--- config.mk ---
export PLATFORM = sky130hd
export DESIGN_NAME = resource_lock_fifo_waiters
export DESIGN_NICKNAME = d
export VERILOG_FILES = /design/src/rtl/rlfw_pkg.sv /design/src/rtl/rlfw_queue.sv /design/src/rtl/resource_lock_fifo_waiters.sv
export SDC_FILE = /design/constraint.sdc
export NUM_CORES = 1
export LEC_CHECK = 0
export ABC_AREA = 0
export BUFFER_PORTS_ARGS = -buffer_cell sky130_fd_sc_hd__buf_2
export CORE_MARGIN = 8
export CORE_UTILIZATION = 55
export CTS_BUF_LIST = sky130_fd_sc_hd__clkbuf_4 sky130_fd_sc_hd__clkbuf_8 sky130_fd_sc_hd__clkbuf_16
export DETAILED_ROUTE_END_ITERATION = 8
export PLACE_DENSITY_LB_ADDON = 0.25
export SYNTH_ARGS = -nofsm -noshare
export SYNTH_HDL_FRONTEND = slang
export SYNTH_HIERARCHICAL = 1
export SYNTH_SLANG_ARGS = --single-unit
--- constraint.sdc ---
create_clock -name clk_i -period 8 [get_ports clk_i]
set_input_delay 2 -clock clk_i [delete_from_list [all_inputs] [get_ports clk_i]]
set_output_delay 2 -clock clk_i [all_outputs]
set_load 0.01 [all_outputs]
--- src/rtl/rlfw_pkg.sv ---
`timescale 1ns / 1ps
// Package for the resource lock with FIFO waiters.
// Holds the queue sizing, the status and request-kind codes and shared types.
package rlfw_pkg;

  localparam int unsigned WAIT_DEPTH = 16;
  localparam int unsigned PtrW       = $clog2(WAIT_DEPTH);
  localparam int unsigned CntW       = $clog2(WAIT_DEPTH + 1);

  localparam logic [7:0] NO_OWNER = 8'hFF;

  // request kinds
  localparam logic [1:0] KIND_RESERVE = 2'd0;
  localparam logic [1:0] KIND_RELEASE = 2'd1;
  localparam logic [1:0] KIND_ADD     = 2'd2;

  typedef enum logic [2:0] {
    ST_GRANTED = 3'd0,
    ST_SUSPEND = 3'd1,
    ST_YIELD   = 3'd2,
    ST_NEVER   = 3'd3,
    ST_INVALID = 3'd4,
    ST_FULL    = 3'd5,
    ST_DONE    = 3'd6
  } status_e;

  typedef struct packed {
    logic [7:0] task_id;
    logic [7:0] units;
  } q_entry_t;

  typedef struct packed {
    logic empty;
    logic full;
  } q_flags_t;

endpackage

--- src/rtl/rlfw_queue.sv ---
`timescale 1ns / 1ps
// Wait queue: ring of {task, units} entries in a synchronous memory.
// Depends on rlfw_pkg for depth, pointer widths and entry type.
module rlfw_queue import rlfw_pkg::*; (
  input  logic     clk_i,
  input  logic     rst_ni,
  input  logic     push_i,
  input  q_entry_t push_data_i,
  input  logic     pop_i,
  output q_entry_t head_o,
  output q_flags_t flags_o
);

  q_entry_t            mem [WAIT_DEPTH];
  q_entry_t            head_q;
  logic [PtrW-1:0]     rd_ptr_q, rd_ptr_d;
  logic [PtrW-1:0]     wr_ptr_q, wr_ptr_d;
  logic [CntW-1:0]     count_q, count_d;

  function automatic logic [PtrW-1:0] ptr_inc(logic [PtrW-1:0] p);
    if (p == PtrW'(WAIT_DEPTH - 1)) begin
      return '0;
    end
    return p + 1'b1;
  endfunction

  always_comb begin
    rd_ptr_d = rd_ptr_q;
    wr_ptr_d = wr_ptr_q;
    count_d  = count_q;
    if (push_i) begin
      wr_ptr_d = ptr_inc(wr_ptr_q);
      count_d  = count_q + 1'b1;
    end else if (pop_i) begin
      rd_ptr_d = ptr_inc(rd_ptr_q);
      count_d  = count_q - 1'b1;
    end
  end

  always_ff @(posedge clk_i or negedge rst_ni) begin
    if (!rst_ni) begin
      rd_ptr_q <= '0;
      wr_ptr_q <= '0;
      count_q  <= '0;
    end else begin
      rd_ptr_q <= rd_ptr_d;
      wr_ptr_q <= wr_ptr_d;
      count_q  <= count_d;
    end
  end

  // head entry is read every cycle; the lock never consumes it in the cycle
  // right after a push or pop, so the registered read is hidden
  always_ff @(posedge clk_i) begin
    if (push_i) begin
      mem[wr_ptr_q] <= push_data_i;
    end
    head_q <= mem[rd_ptr_q];
  end

  assign head_o        = head_q;
  assign flags_o.empty = (count_q == '0);
  assign flags_o.full  = (count_q == CntW'(WAIT_DEPTH));

endmodule

--- src/rtl/resource_lock_fifo_waiters.sv ---
`timescale 1ns / 1ps
// Resource lock with unit count and FIFO wait queue (top level).
// Result path: a request is taken into the request registers when accepted,
// and the exec state loads the result register, waiting while a previous
// result is still stalled at the output. No new request is taken until the
// exec state is left, which also covers the registered queue head read.
// Reset: no owner, zero units, empty queue, max_units = 1; queue memory
// contents are not cleared.
module resource_lock_fifo_waiters import rlfw_pkg::*; (
  input  logic       clk_i,
  input  logic       rst_ni,
  input  logic       cfg_we_i,
  input  logic [7:0] cfg_wdata_i,
  input  logic       in_valid_i,
  output logic       in_stall_o,
  input  logic [1:0] kind_i,
  input  logic [7:0] task_id_i,
  input  logic [7:0] units_i,
  input  logic       task_valid_i,
  input  logic       task_async_i,
  output logic       out_valid_o,
  input  logic       out_stall_i,
  output logic [2:0] status_o,
  output logic       resume_valid_o,
  output logic [7:0] resume_task_o,
  output logic [7:0] owner_now_o,
  output logic [7:0] units_now_o
);

  typedef enum logic [1:0] {
    S_IDLE = 2'b01,
    S_EXEC = 2'b10
  } state_e;

  state_e     state_q, state_d;
  logic [7:0] max_units_q;
  logic [7:0] owner_q, owner_d;
  logic [7:0] avail_q, avail_d;

  // captured request
  logic [1:0] kind_q;
  logic [7:0] tid_q;
  logic [7:0] units_q;
  logic       tvalid_q;
  logic       async_q;

  // result register
  logic       out_valid_q;
  status_e    status_q, status_d;
  logic       rvalid_q, rvalid_d;
  logic [7:0] rtask_q, rtask_d;

  logic       accept;
  logic       exec_fire;
  logic       push, pop;
  q_entry_t   push_data;
  q_entry_t   head;
  q_flags_t   qflags;
  logic [8:0] sum;
  logic [7:0] clamped;
  logic       do_grant_check;
  logic [7:0] owner_mid;

  rlfw_queue u_queue (
    .clk_i      (clk_i),
    .rst_ni     (rst_ni),
    .push_i     (push),
    .push_data_i(push_data),
    .pop_i      (pop),
    .head_o     (head),
    .flags_o    (qflags)
  );

  assign accept    = in_valid_i && (state_q == S_IDLE);
  assign exec_fire = (state_q == S_EXEC) && (!out_valid_q || !out_stall_i);
  assign push_data = '{task_id: tid_q, units: units_q};

  // wide sum for make-available, zero add for release
  assign sum     = {1'b0, avail_q} + ((kind_q == KIND_ADD) ? {1'b0, units_q} : 9'd0);
  assign clamped = (sum > {1'b0, max_units_q}) ? max_units_q : sum[7:0];

  always_comb begin
    status_d       = ST_DONE;
    owner_d        = owner_q;
    avail_d        = avail_q;
    rvalid_d       = 1'b0;
    rtask_d        = '0;
    push           = 1'b0;
    pop            = 1'b0;
    do_grant_check = 1'b0;
    owner_mid      = owner_q;

    case (kind_q)
      KIND_RESERVE: begin
        if (units_q > max_units_q) begin
          status_d = ST_NEVER;
        end else if (!tvalid_q || tid_q == NO_OWNER) begin
          status_d = ST_INVALID;
        end else if (owner_q == NO_OWNER && units_q <= avail_q) begin
          owner_d  = tid_q;
          status_d = ST_GRANTED;
        end else if (qflags.full) begin
          status_d = ST_FULL;
        end else begin
          push     = exec_fire;
          status_d = async_q ? ST_YIELD : ST_SUSPEND;
        end
      end
      KIND_RELEASE: begin
        if (owner_q != NO_OWNER) begin
          owner_mid      = NO_OWNER;
          avail_d        = clamped;
          do_grant_check = 1'b1;
        end
      end
      KIND_ADD: begin
        avail_d        = clamped;
        do_grant_check = 1'b1;
      end
      default: begin
      end
    endcase

    if (do_grant_check) begin
      owner_d = owner_mid;
      if (owner_mid == NO_OWNER && !qflags.empty && clamped >= head.units) begin
        owner_d  = head.task_id;
        rvalid_d = 1'b1;
        rtask_d  = head.task_id;
        pop      = exec_fire;
      end
    end
  end

  always_comb begin
    state_d = state_q;
    case (state_q)
      S_IDLE:  if (accept) state_d = S_EXEC;
      S_EXEC:  if (exec_fire) state_d = S_IDLE;
      default: state_d = S_IDLE;
    endcase
  end

  always_ff @(posedge clk_i or negedge rst_ni) begin
    if (!rst_ni) begin
      state_q     <= S_IDLE;
      max_units_q <= 8'd1;
      owner_q     <= NO_OWNER;
      avail_q     <= '0;
      out_valid_q <= 1'b0;
    end else begin
      state_q <= state_d;
      if (cfg_we_i) begin
        max_units_q <= cfg_wdata_i;
      end
      if (exec_fire) begin
        owner_q     <= owner_d;
        avail_q     <= avail_d;
        out_valid_q <= 1'b1;
      end else if (!out_stall_i) begin
        out_valid_q <= 1'b0;
      end
    end
  end

  always_ff @(posedge clk_i) begin
    if (accept) begin
      kind_q   <= kind_i;
      tid_q    <= task_id_i;
      units_q  <= units_i;
      tvalid_q <= task_valid_i;
      async_q  <= task_async_i;
    end
    if (exec_fire) begin
      status_q <= status_d;
      rvalid_q <= rvalid_d;
      rtask_q  <= rtask_d;
    end
  end

  assign in_stall_o     = (state_q != S_IDLE);
  assign out_valid_o    = out_valid_q;
  assign status_o       = status_q;
  assign resume_valid_o = rvalid_q;
  assign resume_task_o  = rtask_q;
  assign owner_now_o    = owner_q;
  assign units_now_o    = avail_q;

endmodule

==> flow_metrics.py <==
metrics = {
    "critical_path": {
        "cpMaxStageDelayCell": "sky130_fd_sc_hd__nor4_1",
        "worst_setup_path_start_kind": "flip-flop",
        "critical_path.endpoint_type": "flip-flop",
        "critical_path_buf_inv_count": 2,
        "crit_chain": "inv_1 -> ha_1 -> and2_1 -> ha_1 -> inv_1 -> fa_1 -> nor2b_1 -> o31a_1 -> or4b_2 -> nand3_1 -> ha_1 -> a2111oi_0 -> o221ai_1 -> a211oi_4 -> mux2_2 -> ha_1 -> nand2_1 -> o21ai_0 -> a21oi_1 -> nor4_1 -> nor2_1 -> a2111oi_0 -> a211oi_1",
        "critical-path-top-delay-family": "compound AO/OA/AOI/OAI gates",
        "timing.critical_path.mode_cell": "sky130_fd_sc_hd__ha_1",
        "worst_ep_arrival_time_ns": 7.29,
        "critPathKind": "reg2reg",
        "timing.critical_path.slowest_cell_delay_ns": 0.82,
        "path_max_fanout": 12,
        "worst_endpoint_required_time_ns": 8.36,
    },
    "global_route": {
        "grtUsageMet2": 0.2824,
        "grt.busiest_layer": "met2",
        "groute.layer.met3.usage": 0.02979,
        "grt_max_degree": 69,
        "total_congestion_overflow_after_global_routing": 0,
        "antenna_found_initial": 0,
        "grt_util_all_layers": 0.1821,
        "number_of_global_route_vias_before_repair": 7827,
        "wire_length_of_the_first_global_routing_pass_mm": 44.39,
        "gr-usage-met1": 0.2641,
    },
    "floorplan": {
        "design.die.area_um2": 31590,
        "placement_rows": 59,
        "die_height_um": 177.7,
        "initial_core_util": 0.5553,
        "pin_count": 63,
        "fp.dieW_um": 177.7,
        "core_area_um2": 25910,
    },
    "logic_synthesis": {
        "ys_warns": 6,
        "yosys.cell_count.top_type": "sky130_fd_sc_hd__edfxtp_1",
        "avgSynthCellArea_um2": 17.15,
        "syn_area_um2": 14390,
        "synth_top_cells_by_count": "288 x sky130_fd_sc_hd__edfxtp_1, 56 x sky130_fd_sc_hd__mux4_2, 51 x sky130_fd_sc_hd__ha_1",
        "yosys.area.top_type_share": 0.6010,
        "synth.largest_area_cell": "sky130_fd_sc_hd__edfxtp_1",
        "ys.flop_type": "sky130_fd_sc_hd__edfxtp_1",
        "synth_area_leaders": "sky130_fd_sc_hd__edfxtp_1 60%, sky130_fd_sc_hd__mux4_2 8.8%, sky130_fd_sc_hd__dfrtp_1 5.2%",
        "ys_seq_elements": 344,
        "synth-edff-count": 288,
        "syn-num-nets": 925,
        "async_reset_ff_frac": 0.1163,
        "post_synth_inst_count": 839,
        "yosys_cell_types": 58,
        "proportion_of_synthesized_chip_area_in_sequential_cells": 0.6937,
    },
    "drt": {
        "drtIter0Drc": 634,
        "postRouteAntennaNets": 0,
        "wl_mm": 28.28,
        "route.detailed.drc": 0,
        "drt-pass1-iter-count": 5,
        "wire_per_inst_um": 21.60,
        "detailroute.via_count": 7741,
        "detail_route.vias_per_cell": 5.914,
    },
    "finish": {
        "antenna-diode-count": 0,
        "fraction_of_final_layout_cells_sized_beyond_drive_strength_1": 0.2556,
        "nets": 1033,
        "area_growth_syn_to_layout_pct": 14.68,
        "post-route-cell-area_um2": 16500,
    },
    "place": {
        "placed_cell_area_um2": 15240,
        "buffer_ports.inserted": 62,
        "place.gp.congestion": 0.8577,
        "dp_hpwl_mm": 18.52,
        "detailedPlace.worstSlack_ns": 1.150,
    },
    "power_and_ir_drop": {
        "p_seq_frac": 0.453,
        "p_leak_nw": 5.919,
        "switching_power_w": 0.001219,
        "switching_fraction_of_total_power": 0.2579,
        "p_int_w": 0.003508,
        "power.share.clock": 0.367,
        "pwr-share-comb": 0.180,
        "p_per_area_nw_per_um2": 286.5,
        "ir_drop_uv": 320.0,
    },
    "flow_run": {
        "cap_viol_max_count": 0,
    },
    "timing": {
        "final_min_period_over_clock_period": 0.8659,
        "finalSetupTns_ns": 0,
        "timing.clock.skew_ns": 0.01890,
        "unrepaired_setup_endpoints_after_global_routing": "no",
        "timing.final.hold_violations": 0,
        "worst_slack_ns": 1.072,
        "timing.final.setup_violations": 0,
        "number_of_pins_exceeding_their_max_slew_limit_in_the_final_report": 0,
        "whs_ns": 0.5239,
        "period_minus_slack_ns": 6.928,
        "clock.fmax_ghz": 0.1444,
        "timing_worst_slew_pin_value_ns": 0.9967,
        "timing.slew.headroom": 0.3355,
    },
    "worst_hold_path": {
        "hp-class": "reg2reg",
    },
    "clock_network": {
        "clkTransAtPathRegs_ns": 0.06,
        "cts_buffer_depth": 3,
        "number_of_buffers_created_by_cts": 37,
        "h_tree_levels": 2,
        "post-cts-setup-buffers": 0,
        "cts_root_buf": "sky130_fd_sc_hd__clkbuf_16",
        "post_cts_resize_count": 0,
        "cts_tree": "built",
        "cts.sinks": 344,
        "cts_hold_repair.buffers": 0,
        "worstSkewPairLatency_ns": 0.51,
    },
    "outcome": {
        "status": "complete, no violations",
    },
}
## layout make-up
| cell class | count | area (um2) |
|---|---|---|
| clock buffers | 42 | 987.2 |
| clock inverters | 24 | 274.0 |
| fillers | 1790 | 9410 |
| inverters | 38 | 142.6 |
| multi-input cells | 427 | 4103 |
| flip-flops and latches | 344 | 9987 |
| well taps | 335 | 419.2 |
| repair buffers | 99 | 588.1 |
## path summary, 6_finish.rpt
kind                                    startpoint                         endpoint  slack, ns  cells past startpoint
setup / recovery               kind_q[0]$_DFFE_PP_   u_queue/count_q[3]$_DFFE_PN0P_       1.07                     23
hold / removal             out_valid_o$_DFFE_PN0P_          out_valid_o$_DFFE_PN0P_       0.52                      2
setup reg to reg               kind_q[0]$_DFFE_PP_   u_queue/count_q[3]$_DFFE_PN0P_       1.07                     23
hold reg to reg            out_valid_o$_DFFE_PN0P_          out_valid_o$_DFFE_PN0P_       0.52                      2
max in group asynchronous                   rst_ni  u_queue/rd_ptr_q[0]$_DFFE_PN0P_       5.64                      1
min in group asynchronous                   rst_ni       units_now_o[2]$_DFFE_PN0P_       1.64                      1
## state kept, by name, indices dropped and copies added, names as in the netlist
name	cells
u_queue/mem	256
tid_q	8
units_q	8
units_now_o	8
kind_q	2
u_queue/rd_ptr_q	4
u_queue/wr_ptr_q	4
max_units_q	8
async_q	1
status_o	3
u_queue/head_o	16
u_queue/count_q	5
tvalid_q	1
out_valid_o	1
resume_valid_o	1
resume_task_o	8
owner_now_o	8
state_q	2
## routing by layer
metal	wire length (um)	vias up
met4	586	0
met3	1854	47
met1	12860	3906
met5	0	-
li1	-	3534
met2	12980	254
## kinds of logic (layout without fill, tap and decap cells)
group                    after synthesis  in the layout  share of synthesized area
AND/OR/NAND/NOR                      146            146                    0.05113
flip-flops                           344            344                     0.6937
adder cells (fa/ha/maj)               53             53                    0.04713
AO/OA/AOI/OAI                        137            137                    0.06391
XOR/XNOR                               8              8                   0.004870
multiplexers                          83             83                     0.1168
buffers and inverters                 68            203                    0.02243
## cell usage in the layout (no fill, tap or decap), types with 7 or more instances in the layout
| cell | instances |
|---|---|
| sky130_fd_sc_hd__buf_2 | 62 |
| sky130_fd_sc_hd__buf_4 | 37 |
| sky130_fd_sc_hd__nor2_1 | 22 |
| sky130_fd_sc_hd__inv_1 | 38 |
| sky130_fd_sc_hd__nand4_1 | 10 |
| sky130_fd_sc_hd__edfxtp_1 | 288 |
| sky130_fd_sc_hd__nand2b_1 | 12 |
| sky130_fd_sc_hd__o21ai_0 | 23 |
| sky130_fd_sc_hd__dfxtp_1 | 16 |
| sky130_fd_sc_hd__a21o_1 | 8 |
| sky130_fd_sc_hd__xnor2_1 | 8 |
| sky130_fd_sc_hd__a21oi_1 | 32 |
| sky130_fd_sc_hd__a22oi_1 | 40 |
| sky130_fd_sc_hd__and2_1 | 19 |
| sky130_fd_sc_hd__mux2_2 | 15 |
| sky130_fd_sc_hd__mux4_2 | 56 |
| sky130_fd_sc_hd__clkinv_1 | 7 |
| sky130_fd_sc_hd__mux4_1 | 8 |
| sky130_fd_sc_hd__a211oi_1 | 7 |
| sky130_fd_sc_hd__ha_1 | 51 |
| sky130_fd_sc_hd__dfrtp_1 | 28 |
| sky130_fd_sc_hd__clkbuf_16 | 38 |
| sky130_fd_sc_hd__nor2b_1 | 13 |
| sky130_fd_sc_hd__nand2_1 | 49 |
| sky130_fd_sc_hd__dfstp_2 | 10 |
## power groups by stage
stage / logic [W] / registers [W] / clock network (W)
final: 0.000852 / 0.00214 / 0.00174
after global routing: 0.000946 / 0.00215 / 0.00184
after CTS: 0.000858 / 0.00214 / 0.00177
after detailed placement: 0.000852 / 0.00218 / 0
after global placement: 0.000832 / 0.00218 / 0
after floorplan: 0.000656 / 0.00215 / 0
## worst register-to-register path, stage by stage, from the launching register on
cell and delay [ns]:
sky130_fd_sc_hd__edfxtp_1 0.36, sky130_fd_sc_hd__inv_1 0.07, sky130_fd_sc_hd__ha_1 0.33, sky130_fd_sc_hd__and2_1 0.22
sky130_fd_sc_hd__ha_1 0.20, sky130_fd_sc_hd__inv_1 0.07, sky130_fd_sc_hd__fa_1 0.20, sky130_fd_sc_hd__nor2b_1 0.07
sky130_fd_sc_hd__o31a_1 0.28, sky130_fd_sc_hd__or4b_2 0.61, sky130_fd_sc_hd__nand3_1 0.13, sky130_fd_sc_hd__ha_1 0.26
sky130_fd_sc_hd__a2111oi_0 0.37, sky130_fd_sc_hd__o221ai_1 0.26, sky130_fd_sc_hd__a211oi_4 0.54, sky130_fd_sc_hd__mux2_2 0.41
sky130_fd_sc_hd__ha_1 0.29, sky130_fd_sc_hd__nand2_1 0.04, sky130_fd_sc_hd__o21ai_0 0.24, sky130_fd_sc_hd__a21oi_1 0.16
sky130_fd_sc_hd__nor4_1 0.82, sky130_fd_sc_hd__nor2_1 0.28, sky130_fd_sc_hd__a2111oi_0 0.47, sky130_fd_sc_hd__a211oi_1 0.10
## stage by stage
step | instances | util | power [W]
finish | 1309 | 0.6368 | 0.004728
global route | 1309 | 0.6368 | 0.004936
CTS | 1309 | 0.6368 | 0.004764
detailed placement | 1243 | 0.5882 | 0.003027
global placement | 1243 | 0.5882 | 0.003007
floorplan | 839 | - | 0.002810
Power figures use the tool's default switching activity.
